`src/hw/rtl/internet_checksum_pseudo_header_unit_macros.svh`:
```
// Assertion macros shared by the checksum unit RTL.
`ifndef INTERNET_CHECKSUM_PSEUDO_HEADER_UNIT_MACROS_SVH
`define INTERNET_CHECKSUM_PSEUDO_HEADER_UNIT_MACROS_SVH

// Same-cycle implication, sampled on clk, off during rst.
`define ICPH_ASSERT_NOW(label, ante, cons, msg) \
  label: assert property (@(posedge clk) disable iff (rst) (ante) |-> (cons)) else $error(msg);

// Next-cycle implication, sampled on clk, off during rst.
`define ICPH_ASSERT_NEXT(label, ante, cons, msg) \
  label: assert property (@(posedge clk) disable iff (rst) (ante) |=> (cons)) else $error(msg);

`endif

```
`src/hw/rtl/icph_pkg.sv`:
```
// Types, codes and helpers for the internet checksum unit.
package icph_pkg;

  // Packet kind codes
  localparam logic [1:0] KIND_PLAIN = 2'd0;
  localparam logic [1:0] KIND_TCP   = 2'd1;
  localparam logic [1:0] KIND_UDP   = 2'd2;

  // IP protocol numbers carried in the pseudo-header
  localparam logic [15:0] PROTO_TCP = 16'd6;
  localparam logic [15:0] PROTO_UDP = 16'd17;

  localparam logic [15:0] SUM_ALL_ONES = 16'hffff;
  localparam logic [15:0] ODD_BYTE_MASK = 16'hff00;

  // Input transaction
  typedef struct packed {
    logic [15:0] data_word;
    logic        first_word;
    logic        last_word;
    logic        odd_byte;
    logic [1:0]  packet_kind;
    logic [31:0] source_address;
    logic [31:0] dest_address;
    logic [15:0] segment_length;
  } icph_in_t;

  // Output transaction
  typedef struct packed {
    logic [15:0] checksum_value;
  } icph_out_t;

  // Contents of the input register: the word, its flags and the folded pseudo-header
  typedef struct packed {
    logic [15:0] data_word;
    logic        first_word;
    logic        last_word;
    logic        odd_byte;
    logic [1:0]  packet_kind;
    logic [15:0] pseudo_sum;
  } icph_stage_t;

  // Two 16-bit ones-complement add with end-around carry
  function automatic logic [15:0] oc_add(input logic [15:0] a, input logic [15:0] b);
    logic [16:0] s;
    s = {1'b0, a} + {1'b0, b};
    return s[15:0] + {15'd0, s[16]};
  endfunction

endpackage

```
`src/hw/rtl/icph_stream_if.sv`:
```
// Valid/ready channel carrying one payload struct per transaction.
interface icph_stream_if #(
  parameter type payload_t = logic
);
  logic     valid;
  logic     ready;
  payload_t payload;

  modport source (output valid, output payload, input ready);
  modport sink   (input valid, input payload, output ready);
endinterface

```
`src/hw/rtl/icph_pseudo_sum.sv`:
```
// Folded ones-complement sum of the TCP/UDP pseudo-header.
module icph_pseudo_sum
  import icph_pkg::*;
(
  input  logic [1:0]  packet_kind,
  input  logic [31:0] source_address,
  input  logic [31:0] dest_address,
  input  logic [15:0] segment_length,
  output logic [15:0] pseudo_sum
);

  logic        has_pseudo;
  logic [15:0] proto;
  logic [18:0] raw_sum;
  logic [16:0] fold1;
  logic [15:0] fold2;

  assign has_pseudo = (packet_kind == KIND_TCP) || (packet_kind == KIND_UDP);
  assign proto      = (packet_kind == KIND_TCP) ? PROTO_TCP : PROTO_UDP;

  // Six 16-bit terms, carries kept in the top bits
  assign raw_sum = {3'd0, source_address[31:16]} + {3'd0, source_address[15:0]}
                 + {3'd0, dest_address[31:16]}   + {3'd0, dest_address[15:0]}
                 + {3'd0, proto}                 + {3'd0, segment_length};

  // End-around carry, twice; second fold cannot overflow
  assign fold1 = {1'b0, raw_sum[15:0]} + {14'd0, raw_sum[18:16]};
  assign fold2 = fold1[15:0] + {15'd0, fold1[16]};

  assign pseudo_sum = has_pseudo ? fold2 : 16'd0;

endmodule

```
`src/hw/rtl/icph_accum.sv`:
```
// Running sum, latched kind and result register.
module icph_accum
  import icph_pkg::*;
(
  input  logic        clk,
  input  logic        rst,
  input  logic        advance,
  input  icph_stage_t stage_item,
  input  logic        result_ready,
  output logic        result_valid,
  output logic [15:0] result_value
);

  logic [15:0] running_sum;
  logic [1:0]  latched_kind;

  logic [15:0] base_sum;
  logic [15:0] word_masked;
  logic [15:0] acc;
  logic [1:0]  kind_now;
  logic [15:0] cs_raw;
  logic [15:0] cs_final;

  // A first word restarts from the pseudo-header
  assign base_sum = stage_item.first_word ? stage_item.pseudo_sum : running_sum;
  assign kind_now = stage_item.first_word ? stage_item.packet_kind : latched_kind;

  // Odd trailing byte: low half is padding
  assign word_masked = (stage_item.last_word && stage_item.odd_byte)
                     ? (stage_item.data_word & ODD_BYTE_MASK) : stage_item.data_word;

  assign acc    = oc_add(base_sum, word_masked);
  assign cs_raw = ~acc;

  // UDP sends zero as all ones
  assign cs_final = ((kind_now == KIND_UDP) && (cs_raw == 16'd0)) ? SUM_ALL_ONES : cs_raw;

  // Sum state
  always_ff @(posedge clk) begin
    if (rst) begin
      running_sum  <= 16'd0;
      latched_kind <= KIND_PLAIN;
    end else if (advance) begin
      latched_kind <= kind_now;
      running_sum  <= stage_item.last_word ? 16'd0 : acc;
    end
  end

  // Result register
  always_ff @(posedge clk) begin
    if (rst) begin
      result_valid <= 1'b0;
    end else if (advance && stage_item.last_word) begin
      result_valid <= 1'b1;
    end else if (result_ready) begin
      result_valid <= 1'b0;
    end
  end

  always_ff @(posedge clk) begin
    if (advance && stage_item.last_word) begin
      result_value <= cs_final;
    end
  end

endmodule

```
`src/hw/rtl/internet_checksum_pseudo_header_unit.sv`:
```
// Top level of the internet checksum unit with TCP/UDP pseudo-header.
//
// Takes one 16-bit packet word per transaction (first byte in the high half)
// and keeps a ones-complement sum with end-around carry. On a first word the
// sum restarts; for TCP and UDP it starts from the pseudo-header (address
// halves, protocol number, segment length). On a last word one result
// transaction carries the complemented sum, with a UDP zero sent as 0xffff;
// an odd last word is padded with a zero low byte. An accepted word sits in
// the input register and is folded into the sum when it advances; its result
// (if any) is loaded into the result register at that same edge and offered
// from there. The unit takes one word per cycle, sustained; the only stall is
// a last word held while the previous result is still not taken.
module internet_checksum_pseudo_header_unit
  import icph_pkg::*;
(
  input logic          clk,
  input logic          rst,
  icph_stream_if.sink   words,
  icph_stream_if.source results
);

`include "internet_checksum_pseudo_header_unit_macros.svh"

  logic        stage_valid;
  icph_stage_t stage_item;
  icph_stage_t stage_next;
  logic [15:0] pseudo_sum;
  logic        result_free;
  logic        advance;
  logic        in_fire;
  logic        result_valid;
  logic [15:0] result_value;

  // Pseudo-header reduced before the input register
  icph_pseudo_sum u_pseudo (
    .packet_kind    (words.payload.packet_kind),
    .source_address (words.payload.source_address),
    .dest_address   (words.payload.dest_address),
    .segment_length (words.payload.segment_length),
    .pseudo_sum     (pseudo_sum)
  );

  always_comb begin
    stage_next.data_word   = words.payload.data_word;
    stage_next.first_word  = words.payload.first_word;
    stage_next.last_word   = words.payload.last_word;
    stage_next.odd_byte    = words.payload.odd_byte;
    stage_next.packet_kind = words.payload.packet_kind;
    stage_next.pseudo_sum  = pseudo_sum;
  end

  // Only a last word needs room in the result register
  assign result_free = !result_valid || results.ready;
  assign advance     = stage_valid && (!stage_item.last_word || result_free);
  assign words.ready = !stage_valid || advance;
  assign in_fire     = words.valid && words.ready;

  // Input register
  always_ff @(posedge clk) begin
    if (rst) begin
      stage_valid <= 1'b0;
    end else if (words.ready) begin
      stage_valid <= words.valid;
    end
  end

  always_ff @(posedge clk) begin
    if (in_fire) begin
      stage_item <= stage_next;
    end
  end

  icph_accum u_accum (
    .clk          (clk),
    .rst          (rst),
    .advance      (advance),
    .stage_item   (stage_item),
    .result_ready (results.ready),
    .result_valid (result_valid),
    .result_value (result_value)
  );

  assign results.valid                  = result_valid;
  assign results.payload.checksum_value = result_value;

  // Checks
  `ICPH_ASSERT_NEXT(a_last_gives_result, advance && stage_item.last_word, results.valid,
    "last word advanced without a result")
  `ICPH_ASSERT_NOW(a_no_overrun, stage_valid && stage_item.last_word && results.valid &&
    !results.ready, !in_fire, "input taken while a last word is blocked")
  `ICPH_ASSERT_NEXT(a_udp_single_nonzero, advance && stage_item.first_word &&
    stage_item.last_word && (stage_item.packet_kind == KIND_UDP),
    results.payload.checksum_value != 16'd0, "UDP checksum of zero sent")
  `ICPH_ASSERT_NEXT(a_plain_no_pseudo, in_fire && (words.payload.packet_kind != KIND_TCP) &&
    (words.payload.packet_kind != KIND_UDP), stage_item.pseudo_sum == 16'd0,
    "pseudo-header added for a kind without one")

endmodule

```
`src/flat_wrapper.sv`:
```
// flat-port wrapper written by rule: the top's interface ports become plain ports
module internet_checksum_pseudo_header_unit_flat import icph_pkg::*;
  (clk, rst, words_valid, words_payload, words_ready, results_valid, results_payload, results_ready);
  icph_stream_if #(.payload_t(icph_in_t)) words_i ();
  icph_stream_if #(.payload_t(icph_out_t)) results_i ();
  input logic clk;
  input logic rst;
  input wire logic [$bits(words_i.valid)-1:0] words_valid;
  input wire logic [$bits(words_i.payload)-1:0] words_payload;
  output wire logic [$bits(words_i.ready)-1:0] words_ready;
  output wire logic [$bits(results_i.valid)-1:0] results_valid;
  output wire logic [$bits(results_i.payload)-1:0] results_payload;
  input wire logic [$bits(results_i.ready)-1:0] results_ready;
  assign words_i.valid = words_valid;
  assign words_i.payload = words_payload;
  assign words_ready = words_i.ready;
  assign results_valid = results_i.valid;
  assign results_payload = results_i.payload;
  assign results_i.ready = results_ready;
  internet_checksum_pseudo_header_unit u_core (.clk(clk), .rst(rst), .words(words_i), .results(results_i));
endmodule
```
`config.mk`:
```
export PLATFORM = sky130hd
export DESIGN_NAME = internet_checksum_pseudo_header_unit_flat
export DESIGN_NICKNAME = d
export VERILOG_FILES = /design/src/hw/rtl/icph_pkg.sv /design/src/hw/rtl/icph_stream_if.sv /design/src/hw/rtl/icph_pseudo_sum.sv /design/src/hw/rtl/icph_accum.sv /design/src/hw/rtl/internet_checksum_pseudo_header_unit.sv /design/src/flat_wrapper.sv
export VERILOG_INCLUDE_DIRS = /design/src /design/src/hw/rtl
export SDC_FILE = /design/constraint.sdc
export NUM_CORES = 1
export LEC_CHECK = 0
export BUFFER_PORTS_ARGS = -buffer_cell sky130_fd_sc_hd__buf_2
export CAP_MARGIN = 20
export CORE_ASPECT_RATIO = 0.8
export CORE_MARGIN = 4
export CORE_UTILIZATION = 58
export CTS_CLUSTER_DIAMETER = 200
export DETAILED_ROUTE_END_ITERATION = 8
export PLACE_DENSITY_LB_ADDON = 0.05
export SYNTH_ARGS = -nofsm -noshare
export SYNTH_HDL_FRONTEND = slang
export SYNTH_SLANG_ARGS = --single-unit
```
`constraint.sdc`:
```
create_clock -name clk -period 9.3 [get_ports clk]
set_input_delay 0.465 -clock clk [delete_from_list [all_inputs] [get_ports clk]]
set_output_delay 0.465 -clock clk [all_outputs]
set_load 0.02 [all_outputs]
```
# After elaboration in Yosys (flattened, before gate mapping)
# Index checks and enable logic that the tools add are counted.
classes:
  mul: 0
  n_reduce_logical: 14
  addsub: 9
  n_mux: 7
  div: 0
  bitwise_logic: 1
  n_shift: 0
  magnitude_cmp: 0
  eq_ne: 3
op_table:
  columns: ["operator", "n"]
  rows:
  - ["16-bit by 16-bit adder with 17-bit output", 2]
  - ["16-bit by 1-bit adder with 16-bit output", 2]
  - ["16-bit 2-to-1 mux", 2]
  - ["18-bit by 16-bit adder with 19-bit output", 1]
  - ["19-bit by 16-bit adder with 19-bit output", 1]
  - ["19-bit by 5-bit adder with 19-bit output", 1]
  - ["17-bit by 16-bit adder with 18-bit output", 1]
  - ["16-bit by 3-bit adder with 17-bit output", 1]
  - ["16-bit zero test", 1]
  - ["16-bit inverter", 1]
  - ["8-bit 2-to-1 mux", 1]
  - ["1-bit logical AND", 5]
  - ["5-bit 2-to-1 mux", 1]
  - ["2-bit == test, second input constant", 2]
  - ["1-bit logical OR", 4]
  - ["1-bit zero test", 3]
  - ["2-bit by 1-bit == test with 1-bit output, second input constant", 1]
  - ["1-bit 2-to-1 mux", 2]
  - ["2-bit 2-to-1 mux", 1]
  - ["2-bit nonzero test", 1]
totals:
  romBits: 0
  input_bits: 105
  latchBits: 0
  ram_bits: 0
  output_inout_bits: 18
  register_bits: 73
  wordCells: 45
  memories: 0

# Depth between registers and ports, before layout
# Gate-level depths: netlist (run 1).
depth:
  word_depth: 7
  mapped_depth: 37
  mapped_depth_nobuf: 37

# Modules after synthesis
# A second synthesis (run 1) with hierarchy kept.
hier_totals:
  cells_unflattened: 815
  area_unflattened_um2: 7709.9
by_module_without_submodules:
  columns: ["mod", "cells_each", "n_inst", "area_per_inst_um2"]
  rows:
  - ["icph_pseudo_sum", 425, 1, 3358.2]
  - ["icph_accum", 346, 1, 3164.3]
  - ["internet_checksum_pseudo_header_unit", 44, 1, 1187.4]

# Worst setup path before layout (run 1)
# OpenSTA, ideal clock, no wires.
synth_timing:
  path_kind: "input -> register"
  startpoint: "input words_payload[81]"
  endpoint: "register, netlist name u_core.stage_item[12]"
  arrival_time_ns: 7.378
  cell_stages: 36
  n_path_buf: 0
  setup_slack_ns: 1.661
  setup_ns: 0.261
  cell_sequence: "inv_1 ha_1 fa_1 fa_1 inv_1 fa_1 inv_1 ha_1 inv_1 fa_1 and2b_1 o211a_1 o21a_1 o21a_1 o21ai_0 a21oi_1 o21ai_0 a21boi_0 nor2_1 ha_1 inv_1 fa_1 nand2b_1 a211oi_1 and3_1 nand4_1 nand4b_1 nor4_1 ha_1 ha_1 and2_1 nand4_1 o21bai_1 o21bai_1 a21oi_1 mux2i_1"
synth_via:
  elab_chain_cells: 6
synth_rtl:
  columns: ["element", "line", "text"]
  rows:
  - ["start: declaration", "flat_wrapper.sv:9", "input wire logic [$bits(words_i.payload)-1:0] words_payload;"]
  - ["2-bit by 1-bit == test with 1-bit output", "icph_pseudo_sum.sv:18, icph_pseudo_sum.sv:19", null]
  - ["5-bit 2-to-1 mux", "icph_pseudo_sum.sv:19", "assign proto = (packet_kind == KIND_TCP) ? PROTO_TCP : PROTO_UDP;"]
  - ["19-bit by 5-bit adder with 19-bit output", "icph_pseudo_sum.sv:24", "+ {3'd0, proto} + {3'd0, segment_length};"]
  - ["19-bit by 16-bit adder with 19-bit output", "icph_pseudo_sum.sv:24", null]
  - ["16-bit by 3-bit adder with 17-bit output", "icph_pseudo_sum.sv:27", "assign fold1 = {1'b0, raw_sum[15:0]} + {14'd0, raw_sum[18:16]};"]
  - ["16-bit by 1-bit adder with 16-bit output", "icph_pseudo_sum.sv:28", "assign fold2 = fold1[15:0] + {15'd0, fold1[16]};"]
# Parallel ways exist; a longest one is shown, timed or not.
# A chain may end at the register's enable or synchronous reset.

# Worst setup path in the final report (run 1)
layout_timing:
  startpoint: "input words_payload[81]"
  endpoint: "register, netlist name u_core.stage_item[12]"
layout_via:
  elab_chain_cells: 6
layout_rtl:
  columns: ["element", "line"]
  rows:
  - ["2-bit by 1-bit == test with 1-bit output", "icph_pseudo_sum.sv:18, icph_pseudo_sum.sv:19"]
  - ["5-bit 2-to-1 mux", "icph_pseudo_sum.sv:19"]
  - ["19-bit by 5-bit adder with 19-bit output", "icph_pseudo_sum.sv:24"]
  - ["19-bit by 16-bit adder with 19-bit output", "icph_pseudo_sum.sv:24"]
  - ["16-bit by 3-bit adder with 17-bit output", "icph_pseudo_sum.sv:27"]
  - ["16-bit by 1-bit adder with 16-bit output", "icph_pseudo_sum.sv:28"]
# Parallel ways exist; a longest one is shown, timed or not.

==> results of run 1 <==
[synth_stat cells (4+ instances only)]
library cell  number
a21boi_0           6
xnor2_1           19
nor3b_1            5
nor2_1            54
nor3_1            11
nand3_1           18
nor4_1             6
a211oi_1           8
or2_2              5
a21o_1             7
and2_1            14
nand4_1           10
o21ai_1           12
o21a_1             7
nor2b_1            5
and3_1            10
xor2_1            19
or3_1              6
mux2i_1            4
fa_1              54
nand2b_1           8
clkbuf_1          10
o2111ai_1          6
inv_1            162
a21oi_1           32
edfxtp_1          53
a22oi_1           16
ha_1              52
mux2_2            18
nand2_1           36
o211ai_1           7
dfxtp_1           20
a31oi_1            5
o21ai_0           26
o21bai_1           6
and4_1             4
[worst paths after layout]
kind                                   from                               to  cells after the start
max                       words_payload[81]            u_core.stage_item[12]                     38
min reg2reg  u_core.u_accum.running_sum[15]   u_core.u_accum.running_sum[15]                      2
min                       words_payload[83]            u_core.stage_item[19]                      1
max reg2reg           u_core.stage_item[20]  u_core.u_accum.result_value[10]                     20
[layout make-up]
type,count,area [µm²],share of cell area (%)
clock inverters,6,97.6,1.16
inverters,162,608,7.21
repair buffers,125,633,7.51
clock buffers,10,239,2.83
flip-flops and latches,73,1990,23.6
well taps,171,214,2.54
multi-input cells,549,4650,55.1
[metal layers]
metal  global-route usage, %  up-vias  wire [µm]  part of all wire, %
met1                    33.4     2835       7720                   47
met3                    4.47       18       1140                  7.0
li1                        -     3000          -                    -
met4                    5.07        0        163                  1.0
met2                    37.3      218       7280                   45
met5                       0        -          0                    0
[state kept, by name, indices dropped and copies added, names as in the netlist]
signal / flops
u_core.stage_item: 37
u_core.stage_valid: 1
u_core.u_accum.latched_kind: 2
u_core.u_accum.result_valid: 1
u_core.u_accum.result_value: 16
u_core.u_accum.running_sum: 16
[power by group through the flow]
| stage | combinational, mW | sequential (mW) | clock (mW) |
|---|---|---|---|
| 2_1_floorplan | 1.26 | 0.464 | 0 |
| 3_3_place_gp | 1.58 | 0.461 | 0 |
| 3_5_place_dp | 1.61 | 0.463 | 0 |
| 4_1_cts | 1.63 | 0.457 | 0.391 |
| 5_1_grt | 1.85 | 0.460 | 0.408 |
| 6_report | 1.64 | 0.455 | 0.385 |
[critical path: cells and delay by family]
kind                     cells  cell delay (ns)
AO/OA/AOI/OAI               11             2.23
adder cells (fa/ha/maj)     10             3.25
buffers and inverters        7             0.55
multiplexers                 1             0.10
AND/OR/NAND/NOR              9             1.97
[cells by family after synthesis]
logic type | share of synthesized area (%)
adder cells (fa/ha/maj) | 23.7
flip-flops | 27.3
AND/OR/NAND/NOR | 15.7
XOR/XNOR | 4.56
buffers and inverters | 9.11
AO/OA/AOI/OAI | 16.3
multiplexers | 3.33
[stage by stage]
stage                     hold slack, ns  area [µm²]
after floorplan                    0.429        7290
after detailed placement           0.446        8100
after global routing               0.290        8440
after global placement             0.438        8100
final                              0.303        8440
after CTS                          0.295        8440
==> results_dict.tcl, run 1 <==
set metrics [dict create \
    clock-sinks 73 \
    totalWireLength_um 16300 \
    syn_to_final_growth_pct 15.7 \
    syn_nets 1009 \
    outcome "completed" \
    crit_slowest_cell "fa_1" \
    wl_per_cell_um 14.9 \
    avgSynthCellArea_um2 9.14 \
    num_vias 6071 \
    portBuffers 122 \
    rsz0062_at_grt "no" \
    initial_core_util_pct 59.5 \
    dp_hpwl_um 13500 \
    setup_slack_ns 0.837 \
    post-route-util_pct 68.9 \
    synth_top_area_share_pct 21.8 \
    synthCells 798 \
    routed_via_density 5.54 \
    synth_edf_count 53 \
    vdd.ir_drop.worst_mv 0.146 \
    max_freq_mhz 118 \
    cts_inserted_buffers 9 \
    post-cts-setup-buffers 0 \
    drive_gt1_share_pct 19.5 \
    grt_antenna_before_repair 0 \
    seq_area_frac_synth_pct 27.3 \
    yosys_most_used_dff "edfxtp_1" \
    async_reset_ff_share_pct 0 \
    drtAntennaViolNets 0 \
    grt_start_max_net_pins 25 \
    place.gp.congestion 0.909 \
    grtUsageTotal_pct 23.3 \
    leakage_nw 4.09 \
    synth_top_area_cell "edfxtp_1" \
    slew_headroom_pct 32.9 \
    core_um2 12300 \
    min_period_ns 8.46 \
    p_sw_share_pct 46.6 \
    seq_power_share_pct 18.3 \
    drc 0 \
    dr.pass1.iters 7 \
    clkPwrFrac_pct 15.5 \
    setup_viol 0 \
    htree_num_levels 3 \
    place_ws_ns 0.625 \
    cts-resized-gates 0 \
    yosysWarnings 0 \
    finClkSkew_ns 0.00740 \
    final_cell_mix "inv_1 (162), buf_2 (122), nor2_1 (54), fa_1 (54), edfxtp_1 (53)" \
    worstSetupEndpointType "flop" \
    grt_pass1_vias 5953 \
    worstPathArrival_ns 8.54 \
    die_h_um 108 \
    slew_viol_final 0 \
    total_power_mw 2.48 \
    holdBufCountCts 0 \
    fin_setup_tns_ns 0 \
    grt_pass1_wl_um 27400 \
    synthTopCellsByArea "edfxtp_1 (22%), fa_1 (15%), ha_1 (8.9%), inv_1 (8.3%), dfxtp_1 (5.5%)" \
    p_per_area_nw_per_um2 294 \
    synth_area_um2 7290 \
    tritoncts "yes" \
    rows 36 \
    drv_cap 0 \
    critical_path_class "input port to flop" \
    final_common_cell "inv_1" \
    cpPeakStageDelay_ns 0.52 \
    switchingPower_mw 1.16 \
    hold_viol_final 0 \
    tightest_slew_ns 1.00 \
    fillers 1031 \
    clock-root-buffer "clkbuf_16" \
    first_iter_violations 438 \
    ff2ff_setup_slack_ns 2.75 \
    hold_class "input port to flop" \
    crit_required_ns 9.38 \
    clk_pin_slew_ns 0.06 \
    pin_count 123 \
    period_share_pct 91.0 \
    final_nets 1131 \
    gr-total-overflow 0 \
    ys_seq_elements 73 \
    antenna_cells 0 \
    place_inst 1080 \
    worstPathMaxFanout 6 \
    clock_path_buffers 2 \
    worst_setup_path_start_kind "input port" \
    ys_types 73 \
    clock_latency_ns 0.33 \
    die_x_um 133 \
    dieArea_um2 14400 \
    power.share.combinational_pct 66.1 \
    p_int_mw 1.33 \
    final_cells 1096 \
]
(Power assumes the default switching activity.)
==> run 2: changes to the inputs <==
Settings changed: CORE_UTILIZATION 58 to 50.
==> run 2 against run 1 <==
Global-route usage down 2.6 points. Maximum frequency down 0.46%. Sequential share of layout area barely moved. Critical path type unchanged. Critical endpoint unchanged. Largest power group unchanged.
==> results_dict.tcl, run 2 (synthesis results as in run 1) <==
set metrics [dict create \
    outcome "completed" \
    clock-root-buffer "clkbuf_16" \
    largest_reg_flops 37 \
    die_x_um 143 \
    worst_setup_path_start_kind "input port" \
    place.gp.congestion 0.865 \
    holdBufCountCts 0 \
    reg.largest.list "u_core.stage_item (37), u_core.u_accum.result_value (16), u_core.u_accum.running_sum (16)" \
    worstPathMaxFanout 6 \
    dp_hpwl_um 14000 \
    final_common_cell "inv_1" \
    cts_inserted_buffers 9 \
    rsz0062_at_grt "no" \
    grt_pass1_wl_um 27800 \
    fillers 1293 \
    hold_viol_final 0 \
    drc 0 \
    multi_input_area_um2 4650 \
    clock_latency_ns 0.33 \
    crit_slowest_cell "fa_1" \
    core_um2 14300 \
    grtUsageTotal_pct 20.7 \
    final_cell_mix "inv_1 (162), buf_2 (122), nor2_1 (54), fa_1 (54), edfxtp_1 (53)" \
    total_power_mw 2.47 \
    syn_to_final_growth_pct 15.7 \
    critical_path_class "input port to flop" \
    place_ws_ns 0.565 \
    leakage_nw 4.09 \
    dieArea_um2 16600 \
    num_vias 6046 \
    regArea_um2 1990 \
    tightest_slew_ns 1.04 \
    first_iter_violations 479 \
    final_nets 1132 \
    antenna_cells 0 \
    rows 39 \
    htree_num_levels 3 \
    top_register "u_core.stage_item" \
    grt_antenna_before_repair 0 \
    dr.pass1.iters 5 \
    setup_slack_ns 0.798 \
    tritoncts "yes" \
    stdcell_area_um2 8440 \
    routed_via_density 5.45 \
    worstPathArrival_ns 8.67 \
    slew_headroom_pct 30.4 \
    p_per_area_nw_per_um2 292 \
    setup_viol 0 \
    totalWireLength_um 16600 \
    crit_required_ns 9.47 \
    min_period_ns 8.50 \
    grt_start_max_net_pins 23 \
    finClkSkew_ns 0.00689 \
    post-cts-setup-buffers 0 \
    pin_count 123 \
    drv_cap 0 \
    period_share_pct 91.4 \
    fin_setup_tns_ns 0 \
    slew_viol_final 0 \
    clk_pin_slew_ns 0.06 \
    worstSetupEndpointType "flop" \
    clock-sinks 73 \
    cpPeakStageDelay_ns 0.52 \
    placed_area_um2 8120 \
    cts-resized-gates 0 \
    drtAntennaViolNets 0 \
    gr-total-overflow 0 \
    clock_path_buffers 2 \
    max_freq_mhz 118 \
    wl_per_cell_um 15.0 \
    initial_core_util_pct 51.0 \
    vdd.ir_drop.worst_mv 0.122 \
    drive_gt1_share_pct 19.4 \
    die_h_um 116 \
    hold_class "input port to flop" \
    portBuffers 122 \
    grt_pass1_vias 5898 \
]
-- run 2: path summary, 6_finish.rpt --
path | slack (ns) | startpoint | end | cells past startpoint
worst max register to register | 2.65 | u_core.stage_item[20] | u_core.u_accum.result_value[2] | 20
worst min-delay path | 0.31 | words_payload[85] | u_core.stage_item[21] | 1
worst min register to register | 0.45 | u_core.u_accum.running_sum[15] | u_core.u_accum.running_sum[15] | 2
worst max-delay path | 0.80 | words_payload[81] | u_core.stage_item[12] | 38
-- run 2: worst max-delay path: cells and delay by family --
| kind | cells | cell delay, ns |
|---|---|---|
| AND/OR/NAND/NOR | 9 | 1.91 |
| AO/OA/AOI/OAI | 11 | 2.30 |
| buffers and inverters | 7 | 0.52 |
| multiplexers | 1 | 0.23 |
| adder cells (fa/ha/maj) | 10 | 3.20 |
-- run 2: per-layer routing --
| metal | wire [µm] | vias to the layer above | share of wire (%) | global-route usage (%) |
|---|---|---|---|---|
| met5 | 0 | - | 0 | 0 |
| met4 | 112 | 0 | 0.67 | 2.91 |
| met3 | 1020 | 19 | 6.1 | 3.30 |
| met2 | 7140 | 192 | 43 | 32.1 |
| met1 | 8350 | 2833 | 50 | 31.4 |
| li1 | - | 3002 | - | - |
-- run 2: per-stage QoR --
step                      instances  hold slack, ns  utilization (%)
after floorplan                 798           0.429                -
after global placement         1093           0.440             56.8
after detailed placement       1093           0.443             56.8
after CTS                      1109           0.295             59.0
after global routing           1110           0.293             59.0
final                          1110           0.308             59.0
-- run 2: final cells by class --
cell class                      count  share of cell area, %
Multi-Input combinational cell    549                   55.1
Inverter                          162                   7.21
Clock inverter                      5                  0.712
Timing Repair Buffer              126                   7.59
Sequential cell                    73                   23.6
Clock buffer                       11                   3.01
Tap cell                          184                   2.73
-- run 2: where the power goes --
group          internal (mW)  switching [mW]
combinational          0.641            1.01
sequential             0.438          0.0190
clock                  0.225           0.134
